==> src/sv/pcpx_pkg.sv <==
// ----------------------------------------------------------------------------
// pcpx_pkg
// Shared types and constants of the PNG chunk payload XOR block.
// ----------------------------------------------------------------------------
package pcpx_pkg;

  localparam int ByteW         = 8;
  localparam int CntW          = 31;
  localparam int ApbAddrW      = 3;
  localparam int ApbDataW      = 32;
  localparam int QueueDepthDef = 2;

  localparam logic [ByteW-1:0] KeyReset  = 8'd232;
  localparam logic [31:0]      TypeIdat  = 32'h4944_4154;
  localparam logic [31:0]      TypeIend  = 32'h4945_4E44;

  // register word index, taken from paddr[2]
  localparam logic RegXorKey = 1'b0;

  typedef enum logic [2:0] {
    PhSig  = 3'd0,
    PhLen  = 3'd1,
    PhType = 3'd2,
    PhData = 3'd3,
    PhCrc  = 3'd4,
    PhEnd  = 3'd5,
    PhErr  = 3'd6
  } phase_e;

  // classified byte handed from the parser to the output side
  typedef struct packed {
    logic [ByteW-1:0] data;
    phase_e           phase;
    logic             flip;
  } entry_t;

  function automatic logic [ByteW-1:0] sig_byte(input logic [2:0] idx);
    logic [ByteW-1:0] b;
    case (idx)
      3'd0:    b = 8'd137;
      3'd1:    b = 8'd80;
      3'd2:    b = 8'd78;
      3'd3:    b = 8'd71;
      3'd4:    b = 8'd13;
      3'd5:    b = 8'd10;
      3'd6:    b = 8'd26;
      default: b = 8'd10;
    endcase
    return b;
  endfunction

endpackage

==> src/sv/pcpx_ifs.sv <==
// ----------------------------------------------------------------------------
// pcpx channel interfaces
// Valid/ready byte input channel and classified byte output channel.
// ----------------------------------------------------------------------------
interface pcpx_in_if;
  logic       valid;
  logic       ready;
  logic [7:0] in_byte;

  modport source (output valid, output in_byte, input ready);
  modport sink   (input valid, input in_byte, output ready);
endinterface

interface pcpx_out_if;
  logic       valid;
  logic       ready;
  logic [7:0] out_byte;
  logic [2:0] byte_phase;
  logic       was_changed;

  modport source (output valid, output out_byte, output byte_phase, output was_changed,
                  input ready);
  modport sink   (input valid, input out_byte, input byte_phase, input was_changed,
                  output ready);
endinterface

==> src/sv/pcpx_front.sv <==
// ----------------------------------------------------------------------------
// pcpx_front
// Chunk walker: tracks signature, length, type, payload and CRC fields and
// tags every accepted byte with its phase and whether it gets XORed.
// ----------------------------------------------------------------------------
module pcpx_front import pcpx_pkg::*; (
  input  logic             clk_i,
  input  logic             rst_ni,
  input  logic             push_i,
  input  logic [ByteW-1:0] byte_i,
  output entry_t           entry_o
);

  phase_e          phase_q, phase_d;
  logic [CntW-1:0] cnt_q, cnt_d;
  logic [CntW-1:0] len_q, len_d;
  // first length byte has bit 7 clear, so 23 bits hold the first three bytes
  logic [22:0]     shift_q, shift_d;
  logic [23:0]     type_q, type_d;
  logic            idat_q, idat_d;

  phase_e          rep;
  logic            flip;
  logic [CntW-1:0] cnt_inc;
  logic [31:0]     type_word;

  assign cnt_inc   = cnt_q + 31'd1;
  assign type_word = {type_q, byte_i};

  always_comb begin
    phase_d = phase_q;
    cnt_d   = cnt_q;
    len_d   = len_q;
    shift_d = shift_q;
    type_d  = type_q;
    idat_d  = idat_q;
    rep     = phase_q;
    flip    = 1'b0;
    unique case (phase_q)
      PhSig: begin
        if (byte_i != sig_byte(cnt_q[2:0])) begin
          phase_d = PhErr;
          rep     = PhErr;
        end else if (cnt_q >= 31'd7) begin
          cnt_d   = '0;
          shift_d = '0;
          phase_d = PhLen;
        end else begin
          cnt_d = cnt_inc;
        end
      end
      PhLen: begin
        if (cnt_q == '0 && byte_i[7]) begin
          phase_d = PhErr;
          rep     = PhErr;
        end else begin
          shift_d = {shift_q[14:0], byte_i};
          if (cnt_q >= 31'd3) begin
            len_d   = {shift_q[22:0], byte_i};
            cnt_d   = '0;
            type_d  = '0;
            phase_d = PhType;
          end else begin
            cnt_d = cnt_inc;
          end
        end
      end
      PhType: begin
        type_d = type_word[23:0];
        if (cnt_q >= 31'd3) begin
          cnt_d  = '0;
          idat_d = (type_word == TypeIdat);
          if (type_word == TypeIend) begin
            phase_d = PhEnd;
          end else if (len_q == '0) begin
            phase_d = PhCrc;
          end else begin
            phase_d = PhData;
          end
        end else begin
          cnt_d = cnt_inc;
        end
      end
      PhData: begin
        flip = idat_q;
        if (cnt_inc >= len_q) begin
          cnt_d   = '0;
          phase_d = PhCrc;
        end else begin
          cnt_d = cnt_inc;
        end
      end
      PhCrc: begin
        if (cnt_q >= 31'd3) begin
          cnt_d   = '0;
          shift_d = '0;
          phase_d = PhLen;
        end else begin
          cnt_d = cnt_inc;
        end
      end
      PhErr: rep = PhErr;
      PhEnd: rep = PhEnd;
      default: rep = PhEnd;
    endcase
  end

  assign entry_o.data  = byte_i;
  assign entry_o.phase = rep;
  assign entry_o.flip  = flip;

  always_ff @(posedge clk_i or negedge rst_ni) begin
    if (!rst_ni) begin
      phase_q <= PhSig;
      cnt_q   <= '0;
      len_q   <= '0;
      shift_q <= '0;
      type_q  <= '0;
      idat_q  <= 1'b0;
    end else if (push_i) begin
      phase_q <= phase_d;
      cnt_q   <= cnt_d;
      len_q   <= len_d;
      shift_q <= shift_d;
      type_q  <= type_d;
      idat_q  <= idat_d;
    end
  end

endmodule

==> src/sv/pcpx_queue.sv <==
// ----------------------------------------------------------------------------
// pcpx_queue
// Short FIFO of classified bytes between the chunk walker and output stage.
// ----------------------------------------------------------------------------
module pcpx_queue import pcpx_pkg::*; #(
  parameter int Depth = QueueDepthDef
) (
  input  logic   clk_i,
  input  logic   rst_ni,
  input  logic   push_i,
  input  entry_t wr_entry_i,
  input  logic   pop_i,
  output entry_t rd_entry_o,
  output logic   full_o,
  output logic   nonempty_o
);

  localparam int PtrW = (Depth > 1) ? $clog2(Depth) : 1;
  localparam int FillW = $clog2(Depth + 1);

  entry_t           mem_q [Depth];
  logic [PtrW-1:0]  wr_ptr_q, rd_ptr_q;
  logic [FillW-1:0] fill_q;

  function automatic logic [PtrW-1:0] ptr_next(input logic [PtrW-1:0] p);
    return (p == PtrW'(Depth - 1)) ? '0 : p + 1'b1;
  endfunction

  assign full_o     = (fill_q == FillW'(Depth));
  assign nonempty_o = (fill_q != '0);
  assign rd_entry_o = mem_q[rd_ptr_q];

  always_ff @(posedge clk_i) begin
    if (push_i) begin
      mem_q[wr_ptr_q] <= wr_entry_i;
    end
  end

  always_ff @(posedge clk_i or negedge rst_ni) begin
    if (!rst_ni) begin
      wr_ptr_q <= '0;
      rd_ptr_q <= '0;
      fill_q   <= '0;
    end else begin
      if (push_i) begin
        wr_ptr_q <= ptr_next(wr_ptr_q);
      end
      if (pop_i) begin
        rd_ptr_q <= ptr_next(rd_ptr_q);
      end
      if (push_i && !pop_i) begin
        fill_q <= fill_q + 1'b1;
      end else if (pop_i && !push_i) begin
        fill_q <= fill_q - 1'b1;
      end
    end
  end

endmodule

==> src/sv/pcpx_back.sv <==
// ----------------------------------------------------------------------------
// pcpx_back
// Output stage: applies the key to payload bytes and holds the result until
// the downstream side takes it.
// ----------------------------------------------------------------------------
module pcpx_back import pcpx_pkg::*; (
  input  logic              clk_i,
  input  logic              rst_ni,
  input  logic              avail_i,
  input  entry_t            entry_i,
  input  logic [ByteW-1:0]  key_i,
  output logic              pop_o,
  pcpx_out_if.source        out_o
);

  logic             valid_q;
  logic [ByteW-1:0] byte_q;
  phase_e           phase_q;
  logic             chg_q;

  assign pop_o = avail_i && (!valid_q || out_o.ready);

  always_ff @(posedge clk_i or negedge rst_ni) begin
    if (!rst_ni) begin
      valid_q <= 1'b0;
    end else if (pop_o) begin
      valid_q <= 1'b1;
    end else if (out_o.ready) begin
      valid_q <= 1'b0;
    end
  end

  always_ff @(posedge clk_i) begin
    if (pop_o) begin
      byte_q  <= entry_i.flip ? (entry_i.data ^ key_i) : entry_i.data;
      phase_q <= entry_i.phase;
      chg_q   <= entry_i.flip;
    end
  end

  assign out_o.valid       = valid_q;
  assign out_o.out_byte    = byte_q;
  assign out_o.byte_phase  = phase_q;
  assign out_o.was_changed = chg_q;

endmodule

==> src/sv/png_chunk_payload_xor_top.sv <==
// ----------------------------------------------------------------------------
// png_chunk_payload_xor_top
// Byte-serial PNG chunk walker that XORs IDAT payload bytes with a key.
// ----------------------------------------------------------------------------
// Takes one PNG file byte per clock while the queue has room and returns one
// classified byte per input byte, in order. The sustained rate is one byte per
// cycle while the output side takes bytes, set by the field walker, which
// updates on every accepted byte. An accepted byte is written into the queue
// and moves into the output register once that register is empty or being
// taken, so output valid is registered. The queue holds QueueDepth bytes, so
// the input keeps flowing while the output is stalled until the queue is full.
// The key register sits at APB address 0 (reset 232) and should be written
// only while no bytes are in flight.
// ----------------------------------------------------------------------------
module png_chunk_payload_xor_top import pcpx_pkg::*; #(
  parameter int QueueDepth = QueueDepthDef
) (
  input  logic                clk_i,
  input  logic                rst_ni,
  pcpx_in_if.sink             in_i,
  pcpx_out_if.source          out_o,
  input  logic                psel,
  input  logic                penable,
  input  logic                pwrite,
  input  logic [ApbAddrW-1:0] paddr,
  input  logic [ApbDataW-1:0] pwdata,
  output logic [ApbDataW-1:0] prdata,
  output logic                pready
);

  logic [ByteW-1:0] key_q;
  logic             push, pop, full, nonempty;
  entry_t           wr_entry, rd_entry;

  // register file: one key byte
  assign pready = 1'b1;
  assign prdata = (paddr[2] == RegXorKey) ? {{(ApbDataW-ByteW){1'b0}}, key_q} : '0;

  always_ff @(posedge clk_i or negedge rst_ni) begin
    if (!rst_ni) begin
      key_q <= KeyReset;
    end else if (psel && penable && pwrite && paddr[2] == RegXorKey) begin
      key_q <= pwdata[ByteW-1:0];
    end
  end

  assign in_i.ready = !full;
  assign push       = in_i.valid && !full;

  pcpx_front u_front (
    .clk_i   (clk_i),
    .rst_ni  (rst_ni),
    .push_i  (push),
    .byte_i  (in_i.in_byte),
    .entry_o (wr_entry)
  );

  pcpx_queue #(
    .Depth (QueueDepth)
  ) u_queue (
    .clk_i      (clk_i),
    .rst_ni     (rst_ni),
    .push_i     (push),
    .wr_entry_i (wr_entry),
    .pop_i      (pop),
    .rd_entry_o (rd_entry),
    .full_o     (full),
    .nonempty_o (nonempty)
  );

  pcpx_back u_back (
    .clk_i   (clk_i),
    .rst_ni  (rst_ni),
    .avail_i (nonempty),
    .entry_i (rd_entry),
    .key_i   (key_q),
    .pop_o   (pop),
    .out_o   (out_o)
  );

endmodule

==> src/flat_wrapper.sv <==
// flat-port wrapper written by rule: the top's interface ports become plain ports
module png_chunk_payload_xor_top_flat import pcpx_pkg::*;
#(
  parameter int QueueDepth = QueueDepthDef
)
  (clk_i, rst_ni, psel, penable, pwrite, paddr, pwdata, prdata, pready, in_i_valid, in_i_in_byte, in_i_ready, out_o_valid, out_o_out_byte, out_o_byte_phase, out_o_was_changed, out_o_ready);
  pcpx_in_if in_i_i ();
  pcpx_out_if out_o_i ();
  input  logic clk_i;
  input  logic rst_ni;
  input  logic psel;
  input  logic penable;
  input  logic pwrite;
  input  logic [ApbAddrW-1:0] paddr;
  input  logic [ApbDataW-1:0] pwdata;
  output logic [ApbDataW-1:0] prdata;
  output logic pready;
  input wire logic [$bits(in_i_i.valid)-1:0] in_i_valid;
  input wire logic [$bits(in_i_i.in_byte)-1:0] in_i_in_byte;
  output wire logic [$bits(in_i_i.ready)-1:0] in_i_ready;
  output wire logic [$bits(out_o_i.valid)-1:0] out_o_valid;
  output wire logic [$bits(out_o_i.out_byte)-1:0] out_o_out_byte;
  output wire logic [$bits(out_o_i.byte_phase)-1:0] out_o_byte_phase;
  output wire logic [$bits(out_o_i.was_changed)-1:0] out_o_was_changed;
  input wire logic [$bits(out_o_i.ready)-1:0] out_o_ready;
  assign in_i_i.valid = in_i_valid;
  assign in_i_i.in_byte = in_i_in_byte;
  assign in_i_ready = in_i_i.ready;
  assign out_o_valid = out_o_i.valid;
  assign out_o_out_byte = out_o_i.out_byte;
  assign out_o_byte_phase = out_o_i.byte_phase;
  assign out_o_was_changed = out_o_i.was_changed;
  assign out_o_i.ready = out_o_ready;
  png_chunk_payload_xor_top #(.QueueDepth(QueueDepth)) u_core (.clk_i(clk_i), .rst_ni(rst_ni), .in_i(in_i_i), .out_o(out_o_i), .psel(psel), .penable(penable), .pwrite(pwrite), .paddr(paddr), .pwdata(pwdata), .prdata(prdata), .pready(pready));
endmodule
==> config.mk <==
export PLATFORM = sky130hd
export DESIGN_NAME = png_chunk_payload_xor_top_flat
export DESIGN_NICKNAME = d
export VERILOG_FILES = /design/src/sv/pcpx_pkg.sv /design/src/sv/pcpx_ifs.sv /design/src/sv/pcpx_front.sv /design/src/sv/pcpx_queue.sv /design/src/sv/pcpx_back.sv /design/src/sv/png_chunk_payload_xor_top.sv /design/src/flat_wrapper.sv
export SDC_FILE = /design/constraint.sdc
export NUM_CORES = 1
export LEC_CHECK = 0
export ABC_CLOCK_PERIOD_IN_PS = 10300
export BUFFER_PORTS_ARGS = -buffer_cell sky130_fd_sc_hd__buf_4
export CORE_MARGIN = 3
export CORE_UTILIZATION = 45
export CTS_BUF_LIST = sky130_fd_sc_hd__clkbuf_2 sky130_fd_sc_hd__clkbuf_4 sky130_fd_sc_hd__clkbuf_8
export DETAILED_ROUTE_END_ITERATION = 10
export GPL_TIMING_DRIVEN = 0
export PLACE_DENSITY = 0.63
export RECOVER_POWER = 50
export SLEW_MARGIN = 20
export SYNTH_ARGS = -nofsm -noshare
export SYNTH_HDL_FRONTEND = slang
export SYNTH_SLANG_ARGS = --single-unit
==> constraint.sdc <==
create_clock -name clk_i -period 10.3 [get_ports clk_i]
set_input_delay 2.06 -clock clk_i [delete_from_list [all_inputs] [get_ports clk_i]]
set_output_delay 2.06 -clock clk_i [all_outputs]
set_load 0.01 [all_outputs]
==> results of run 1 <==
==> synthesized netlist by cell type (all sizes together), types with 18 or more instances <==
| cell type | instances | area, um2 |
|---|---|---|
| clkbuf | 23 | 86.3 |
| a22o | 24 | 210 |
| xnor2 | 23 | 201 |
| o2bb2ai | 23 | 264 |
| nand4 | 25 | 163 |
| nor2 | 28 | 105 |
| dfrtp | 122 | 3050 |
| inv | 48 | 180 |
| o21ai | 69 | 345 |
| ha | 36 | 450 |
| nor4 | 22 | 150 |
| xor2 | 22 | 193 |
| nand3 | 48 | 245 |
| nor3 | 18 | 95.1 |
| buf | 49 | 327 |
| edfxtp | 36 | 1080 |
| nand2 | 109 | 409 |
==> cells by family (layout without fill, tap and decap cells) <==
group | after synthesis | after routing | synth area share (%)
and+or+nand+nor | 304 | 304 | 17.7
AOI/OAI and AO/OA | 176 | 176 | 14.7
DFF | 162 | 162 | 48.2
buffers and inverters | 120 | 198 | 6.75
xor gates and xnor gates | 45 | 45 | 4.49
adders and majority gates | 36 | 36 | 5.13
muxes | 24 | 24 | 2.93
other | 2 | 25 | 0.0855
==> through the flow <==
stage | util (%) | hold slack [ps] | worst slack (ps) | cell area, um2 | cells
floorplan | - | 450 | 6000 | 8870 | 892
global placement | 50.3 | 476 | 5350 | 9540 | 1197
detailed placement | 50.5 | 479 | 5270 | 9570 | 1198
CTS | 52.5 | 500 | 5230 | 9960 | 1230
global route | 52.3 | 528 | 4630 | 9910 | 1230
finish | 52.3 | 493 | 5110 | 9910 | 1230
==> power by group through the flow <==
stage | logic [mW] | registers (mW) | clock network, mW
3_5_place_dp | 0.981 | 0.989 | 0
4_1_cts | 0.984 | 0.978 | 0.478
3_3_place_gp | 0.962 | 0.988 | 0
2_1_floorplan | 0.686 | 0.972 | 0
5_1_grt | 1.10 | 1.00 | 0.508
6_report | 0.980 | 0.979 | 0.467
==> state kept, by name (all words and copies together), names as in the netlist <==
| signal | flops |
|---|---|
| u_core.u_queue.fill_q | 2 |
| u_core.u_front.len_q | 31 |
| u_core.u_front.phase_q | 3 |
| u_core.key_q | 8 |
| u_core.u_front.idat_q | 1 |
| u_core.u_front.cnt_q | 31 |
| u_core.u_back.out_o.out_byte | 8 |
| u_core.u_back.out_o.byte_phase | 3 |
| u_core.u_front.shift_q | 23 |
| u_core.u_front.type_q | 24 |
| u_core.u_queue.mem_q | 24 |
| u_core.u_back.out_o.was_changed | 1 |
| u_core.u_back.out_o.valid | 1 |
| u_core.u_queue.wr_ptr_q | 1 |
| u_core.u_queue.rd_ptr_q | 1 |
==> layer usage <==
metal | part of all wire, % | up-vias | track usage [%]
met5 | 0 | - | 0
met4 | 2.2 | 0 | 6.27
met3 | 3.8 | 34 | 3.74
met2 | 47 | 171 | 32.2
met1 | 47 | 3161 | 29.1
li1 | - | 3248 | -
==> layout make-up <==
class	count	area (um2)	share of cell area, %
buffer	72	413	4.16
clock buffer	20	256	2.59
clock inverter	12	131	1.33
inverter	48	180	1.82
multi-input combinational	610	4040	40.8
sequential	162	4240	42.8
tap	260	325	3.28
timing repair buffer	46	328	3.31
==> worst max-delay path, delay by kind of cell, from the launching register on <==
family                     cells  cell delay (ps)
and+or+nand+nor                8             2070
adders and majority gates      1              310
xor gates and xnor gates       1              120
buffers and inverters          3              890
AOI/OAI and AO/OA              3             1350
DFF                            1              320
==> worst max-delay path by stage <==
stage                     cells past startpoint                       end
after detailed placement                     17  u_core.u_front.cnt_q[23]
after CTS                                    17  u_core.u_front.cnt_q[23]
after global routing                         16  u_core.u_front.cnt_q[23]
after floorplan                               1                 prdata[0]
after global placement                       17   u_core.u_front.cnt_q[6]
final                                        16  u_core.u_front.cnt_q[23]
==> impl_metrics.toml, run 1 <==
[outcome]
outcome = "complete, but fails checks"
violations = "capacitance limit, slew limit"

[drt]
route.detailed.drc = 0
ant_nets = 0
wirelength_mm = 21.2
wl_per_cell_um = 17.2
vias = 6614
drt_iter0_drc = 518
viasPerCell = 5.38
firstDrtPassIters = 5

[grt]
grt_pass1_vias = 6354
grt_max_degree = 83
grtUsageTotal_pct = 20.5
antenna_found_initial = 0
grt.overflow.total = 0
grt_first_pass_wirelength_mm = 34.6

[clocking]
htreeDepth = 4
cts_setup_buffers = 0
cts_buffer_depth = 2
holdBufCountCts = 0
cts_root_buf = "clkbuf_8"
cts_buffers = 17
cts_resized = 0
path_clk_slew_ps = 90
cts.sinks = 162
clk-insertion-delay-late_ps = 460
cts_tree = "built"

[synthesis]
synthCells = 869
ys_seq_elements = 162
synth-edff-count = 36
yosysUniqueCellTypes = 73
yosysWarnings = 0
netlist_area_mm2 = 0.00879
synth_area_per_cell_um2 = 10.1
synth_flop_cell = "dfrtp_1"
async_flop_share_pct = 77.8
ys_seq_area_share_pct = 48.2

[power]
power_density_mw_per_mm2 = 245
combinationalPowerShare_pct = 40.4
leakage_nw = 4.27
ir_drop_mv = 0.204
clockPowerShare_pct = 19.3
power_frac_seq_pct = 40.3
power.internal_mw = 1.46
finalPower_mw = 2.43
swShare_pct = 40.0
switching_power_uw = 969

[critical_path]
r2r_end = "u_core.u_front.cnt_q[23]"
r2r-start = "u_core.u_front.cnt_q[3]"
startpoint = "u_core.u_front.cnt_q[3]"
end_kind = "flop"
crit_path_max_fanout = 10
r2r_slack_ps = 5110
path_class = "reg -> reg"
slowest_stage = "a2111oi_1"
cp.arrival_ps = 5510
required_ps = 10630
reg2regPathDepth = 16
critPathLaunchType = "flop"
critPathMaxStageDelay_ps = 770
crit_chain = "clkbuf_1, nand4_1, nor3b_2, and2_1, clkbuf_1, nand2_1, nor3_1, xor2_1, ha_1, nand4_1, or2_2, a2111oi_1, o21ai_1, nand2_1, buf_2, o221ai_1"

[timing]
finalHoldViolations = 0
clock.fmax_mhz = 193
max_slew.worst_pin.slew_ps = 2550
final-setup-viol-count = 0
rsz0062_at_grt = "no"
finalSetupTns_ps = 0
finalClockSkew_ps = 17.7
min_period_ps = 5190
slew_headroom_pct = -70.1
drv_slew = 45
fin_crit_sh_pct = 50.4

[worst_hold_path]
hold_class = "reg -> reg"
whs_path_depth = 1
hold-path-endpoint = "u_core.u_front.shift_q[16]"
hp-start = "u_core.u_front.shift_q[16]"

[die]
ios = 97
dieArea_mm2 = 0.0212
start_util_pct = 46.4
core_area_mm2 = 0.0190
die_h_um = 146
std_cell_rows = 50
die_x_um = 146

[final_layout]
drive_above_1_share_pct = 16.0
n_antenna_cell = 0
layout_common_cells = "dfrtp_1 (122), nand2_1 (109), buf_4 (61), nand3_1 (47)"
area_growth_pct = 12.8
nets = 1043
fill_cells = 1727
final_common_cell = "dfrtp_1"

[placed_design]
dp_hpwl_mm = 15.3
io_buffers = 45
gp_congestion = 0.830

[run]
maxCapViolations = 1
Power figures use the tool's default switching activity.
==> run 2, diff against run 1 <==
- ABC_CLOCK_PERIOD_IN_PS: 10300 -> 4200
- PLACE_DENSITY: 0.63 -> 0.65
- clock period: 10.3 -> 4.2 ns (I/O delays scaled with it)
==> run 2 against run 1 <==
Compared with the run above:
- the flow still finishes with violations (capacitance limit, slew limit)
- global-route usage shrank 0.28 points
- register-to-register slack lost 4900 ps
- fmax grew 29%
- utilization grew 1.3 points
- combinational power grew to 2.6 times the previous value
- sequential power grew 150%
==> impl_metrics.toml, run 2 (synthesized netlist as in run 1, its figures left out) <==
[die]
core_area_mm2 = 0.0190
dieArea_mm2 = 0.0212
die_x_um = 146
die_h_um = 146
std_cell_rows = 50
ios = 97
start_util_pct = 46.4

[drt]
met3_length_um = 927
wl_met1_mm = 9.99
drt_iter0_drc = 560
wl_per_cell_um = 17.5
route.met2.wl_mm = 10.2
firstDrtPassIters = 5
viasPerCell = 5.46
route.top_layer_used = "met4"
ant_nets = 0
wirelength_mm = 21.6
route.detailed.drc = 0
vias = 6749

[final_layout]
n_antenna_cell = 0
drive_above_1_share_pct = 19.5
nets = 1050
multiInputGateArea_mm2 = 0.00419
fill_cells = 1693
final_common_cell = "dfrtp_1"
register_area_mm2 = 0.00424
area_growth_pct = 15.7
reg_top3 = "u_core.u_front.cnt_q (31), u_core.u_front.len_q (31)"
layout_common_cells = "dfrtp_1 (120), nand2_1 (105), buf_4 (73)"

[clocking]
holdBufCountCts = 0
cts_tree = "built"
htreeDepth = 4
cts_buffer_depth = 2
cts.sinks = 162
clk-insertion-delay-late_ps = 460
cts_root_buf = "clkbuf_8"
cts_buffers = 17
path_clk_slew_ps = 90

[placed_design]
dp_worst_setup_slack_ps = -902
gp_congestion = 0.849
io_buffers = 45
dp_hpwl_mm = 15.3

[outcome]
outcome = "complete, but fails checks"
violations = "capacitance limit, slew limit"

[critical_path]
required_ps = 4520
cp.arrival_ps = 4340
crit_path_max_fanout = 10
end_kind = "flop"
path_class = "reg -> reg"
r2r_slack_ps = 180
critPathLaunchType = "flop"

[timing]
finalHoldViolations = 0
slew_headroom_pct = -99.9
fin_crit_sh_pct = 95.7
final-setup-viol-count = 0
clock.fmax_mhz = 249
drv_slew = 63
min_period_ps = 4020
finalClockSkew_ps = 17.0
fin_ws_ps = 180
max_slew.worst_pin.slew_ps = 3000
holdWs_ps = 499

[grt]
grtUsageTotal_pct = 20.2
antenna_found_initial = 0
grt_max_degree = 65
grt_first_pass_wirelength_mm = 34.2
grt_pass1_vias = 6314
grt.overflow.total = 0

[power]
leakage_nw = 4.40
ir_drop_mv = 0.330
power_density_mw_per_mm2 = 599
finalPower_mw = 6.09

[run]
maxCapViolations = 1

[worst_hold_path]
hold_class = "reg -> reg"
[run 2: critical path, cell delays in order, from the launching register on]
cell and delay [ps]:
dfrtp_1 460, and4_1 250, and3_1 200, nor3b_4 220, and2_4 230, nand2_2 120
nor2_2 180, xor2_1 100, ha_1 300, nand4_1 190, or2_4 330, a2111oi_4 360
o21bai_1 100, mux2_4 330, nand2_2 160, buf_4 210, o221ai_1 140
[run 2: through the flow]
step	cell area (um2)	TNS (ps)	util (%)	std cells
after CTS	10100	0	53.2	1232
after global placement	9540	-23320	50.3	1197
after global routing	10200	-16.9	53.6	1237
after detailed placement	9570	-25390	50.5	1198
final	10200	0	53.6	1237
after floorplan	8870	0	-	892
[run 2: final timing paths]
path,start,cells after the start,endpoint
max,u_core.u_front.cnt_q[9],16,u_core.u_front.cnt_q[23]
min,u_core.u_front.shift_q[16],1,u_core.u_front.shift_q[16]
max reg2reg,u_core.u_front.cnt_q[9],16,u_core.u_front.cnt_q[23]
min reg2reg,u_core.u_front.shift_q[16],1,u_core.u_front.shift_q[16]
max in group asynchronous,rst_ni,1,u_core.u_front.cnt_q[0]
min in group asynchronous,rst_ni,1,u_core.key_q[2]
[run 2: layout make-up]
type                            instances  share of cell area [%]
Buffer                                 70                    4.10
Sequential cell                       162                    41.7
Inverter                               48                    1.77
Multi-Input combinational cell        610                    41.2
Clock inverter                         11                    1.24
Clock buffer                           21                    2.72
Timing Repair Buffer                   55                    4.01
Tap cell                              260                    3.20
[run 2: where the power goes]
part	internal (mW)	switching, mW	total, mW
registers	2.13	0.272	2.40
clock network	0.578	0.597	1.18
logic	0.951	1.56	2.51
total	3.66	2.43	6.09
[run 2: metal layers]
| metal | up-vias | GRT usage [%] |
|---|---|---|
| met5 | - | 0 |
| met4 | 0 | 6.17 |
| met3 | 28 | 3.92 |
| met2 | 156 | 31.9 |
| met1 | 3283 | 28.4 |
| li1 | 3282 | - |
[run 2: what timing repair did]
action | CTS | global route
setup buffers | 4 | 5
setup endpoints to repair | 34 | 34
resized for setup | 19 | 17
pin swaps | 3 | 5
==> run 3, diff against run 2 <==
--- a/config.mk
+++ b/config.mk
@@ -8,10 +8,13 @@
 export ABC_CLOCK_PERIOD_IN_PS = 4200
 export BUFFER_PORTS_ARGS = -buffer_cell sky130_fd_sc_hd__buf_4
+export CAP_MARGIN = 15
+export CELL_PAD_IN_SITES_DETAIL_PLACEMENT = 1
+export CELL_PAD_IN_SITES_GLOBAL_PLACEMENT = 2
 export CORE_MARGIN = 3
-export CORE_UTILIZATION = 45
+export CORE_UTILIZATION = 35
 export CTS_BUF_LIST = sky130_fd_sc_hd__clkbuf_2 sky130_fd_sc_hd__clkbuf_4 sky130_fd_sc_hd__clkbuf_8
 export DETAILED_ROUTE_END_ITERATION = 10
 export GPL_TIMING_DRIVEN = 0
-export PLACE_DENSITY = 0.65
+export PLACE_DENSITY = 0.77
 export RECOVER_POWER = 50
 export SLEW_MARGIN = 20
==> constraint.sdc (replaced) <==
create_clock -name clk_i -period 4.2 [get_ports clk_i]
set_input_delay 0 -clock clk_i [delete_from_list [all_inputs] [get_ports clk_i]]
set_output_delay 0 -clock clk_i [all_outputs]
set_load 0.01 [all_outputs]
==> run 3 against run 2 <==
Compared with the run above:
- the run still ends with capacitance limit, slew limit left
- cell area rose by 2.6%
- non-clock buffer count rose by 23
- first-iteration DRC count is 39% lower
- sequential share of layout area down 0.99 points
- via count up 2.2%
- total power increased by 1.6%
- global-route usage fell by 1.1 points
- worst setup slack worse by 5.6 ps
- routed wire length up 16%
- critical endpoint unchanged
- highest routed layer unchanged
==> impl_metrics.toml, run 3 (synthesized netlist as in run 1, its figures left out) <==
[outcome]
outcome = "complete, but fails checks"
violations = "capacitance limit, slew limit"

[timing]
final-setup-viol-count = 0
min_period_ps = 4030
fin_crit_sh_pct = 95.9
clock.fmax_mhz = 248
max_slew.worst_pin.slew_ps = 2410
slew_headroom_pct = -60.9
finalHoldViolations = 0
finalClockSkew_ps = 21.8
drv_slew = 125

[grt]
met3_usage_pct = 3.19
busiest_layer = "met2"
met2_usage_pct = 32.5
grtUsageTotal_pct = 19.2
grt_pass1_vias = 7164
antenna_found_initial = 0
grt_max_degree = 92
grt_use_met1_pct = 25.9
grt.overflow.total = 0
grt_first_pass_wirelength_mm = 40.2

[final_layout]
area_growth_pct = 18.6
drive_above_1_share_pct = 18.5
fill_cells = 2798
final_common_cell = "dfrtp_1"
layout_common_cells = "dfrtp_1 (115), nand2_1 (105), buf_4 (62), clkbuf_1 (48)"
reg_top3 = "u_core.u_front.cnt_q (31), u_core.u_front.len_q (31)"
n_antenna_cell = 0
final_util_pct = 42.6
nets = 1073

[critical_path]
r2r-start = "u_core.u_front.cnt_q[11]"
end_kind = "flop"
crit_chain = "and4_1, and3_1, nor3b_4, and2_4, nand2_2, nor2_2, xor2_2, ha_1, nand4_1, or2_4, a2111oi_4, buf_4, o21bai_1, mux2_4, nand2_2, buf_4, o221ai_1"
crit_family = "simple AND/OR/NAND/NOR gates"
reg2regPathDepth = 17
cp.arrival_ps = 4380
path_class = "reg -> reg"
slowest_stage = "dfrtp_2"
path_buf_inv = 2
crit_path_max_fanout = 10
r2r_slack_ps = 170
critPathMaxStageDelay_ps = 430
required_ps = 4550
critPathLaunchType = "flop"
r2r_end = "u_core.u_front.cnt_q[23]"

[placed_design]
gp_congestion = 0.814
io_buffers = 45
dp_hpwl_mm = 18.0

[die]
ios = 97
die_h_um = 164
dieArea_mm2 = 0.0270
core_area_mm2 = 0.0245
die_x_um = 164
start_util_pct = 35.9
std_cell_rows = 57

[drt]
ant_nets = 0
route.detailed.drc = 0
firstDrtPassIters = 5
wirelength_mm = 25.2
wl_per_cell_um = 19.0
vias = 6896
viasPerCell = 5.21
drt_iter0_drc = 340

[power]
finalPower_mw = 6.19
ir_drop_mv = 0.256
leakage_nw = 4.42
power_density_mw_per_mm2 = 593

[clocking]
path_clk_slew_ps = 110
cts_tree = "built"
cts_buffers = 17
cts_buffer_depth = 2
cts.sinks = 162
cts_root_buf = "clkbuf_8"
clk-insertion-delay-late_ps = 480
htreeDepth = 4

[run]
maxCapViolations = 2

[worst_hold_path]
hold_class = "in -> async"
-- run 3: cell count changes in the layout (fill, tap and decap cells not counted), moves of 5 or more --
| cell | previous run | this run |
|---|---|---|
| clkbuf_1 | 29 | 48 |
| dlygate4sd3_1 | 0 | 19 |
| buf_4 | 73 | 62 |
| clkbuf_4 | 6 | 0 |
| dfrtp_1 | 120 | 115 |
| dfrtp_2 | 2 | 7 |
-- run 3: metal layers --
layer	vias to the layer above	wire length [um]
li1	3310	-
met1	3477	11700
met2	93	12300
met3	16	734
met4	0	328
met5	-	0
-- run 3: cell type report --
type	count	area [um2]	area share, %
Timing Repair Buffer	79	529	5.08
Clock buffer	17	234	2.24
Inverter	48	180	1.73
Tap cell	324	405	3.89
Sequential cell	162	4250	40.7
Buffer	69	413	3.96
Clock inverter	15	186	1.79
Multi-Input combinational cell	610	4230	40.6
-- run 3: worst reg2reg max path, cell delays in order (launching register included) --
cell	delay (ps)
dfrtp_2	430
and4_1	230
and3_1	220
nor3b_4	270
and2_4	230
nand2_2	140
nor2_2	190
xor2_2	110
ha_1	310
nand4_1	180
or2_4	310
a2111oi_4	180
buf_4	190
o21bai_1	70
mux2_4	340
nand2_2	180
buf_4	210
o221ai_1	130
-- run 3: what timing repair did --
| action | CTS | global route |
|---|---|---|
| gates resized for setup | 31 | 18 |
| hold endpoints to repair | 163 | 0 |
| hold buffers | 20 | 0 |
| endpoints found under the setup margin | 34 | 34 |
| pin swaps | 5 | 7 |
| setup buffers | 3 | 10 |
-- run 3: through the flow --
step,worst slack (ps),cells,setup TNS (ps),instance area (um2),hold WS (ps)
5_1_grt,-30.3,1324,-153,10400,186
3_3_place_gp,-955,1261,-27930,9620,193
2_1_floorplan,228,892,0,8870,-296
4_1_cts,20.0,1315,0,10400,35.6
3_5_place_dp,-998,1262,-29170,9650,-107
6_report,174,1324,0,10400,145
-- run 3: how the worst max path moves through the flow --
| stage | start | to | slack, ps | depth (start not counted) |
|---|---|---|---|---|
| floorplan | u_core.u_front.cnt_q[1] | u_core.u_front.cnt_q[23] | 230 | 18 |
| global placement | u_core.u_front.cnt_q[3] | u_core.u_front.cnt_q[23] | -950 | 16 |
| detailed placement | u_core.u_front.cnt_q[3] | u_core.u_front.cnt_q[23] | -1000 | 16 |
| CTS | u_core.u_front.cnt_q[0] | u_core.u_front.cnt_q[23] | 20 | 17 |
| global route | u_core.u_front.cnt_q[11] | u_core.u_front.cnt_q[2] | -30 | 16 |
| finish | u_core.u_front.cnt_q[11] | u_core.u_front.cnt_q[23] | 170 | 17 |
-- run 3: power breakdown --
| part | switching (mW) | internal (mW) | leakage, nW |
|---|---|---|---|
| logic | 1.62 | 0.926 | 2.28 |
| clock network | 0.709 | 0.509 | 0.213 |
| registers | 0.296 | 2.13 | 1.93 |
| total | 2.62 | 3.56 | 4.42 |
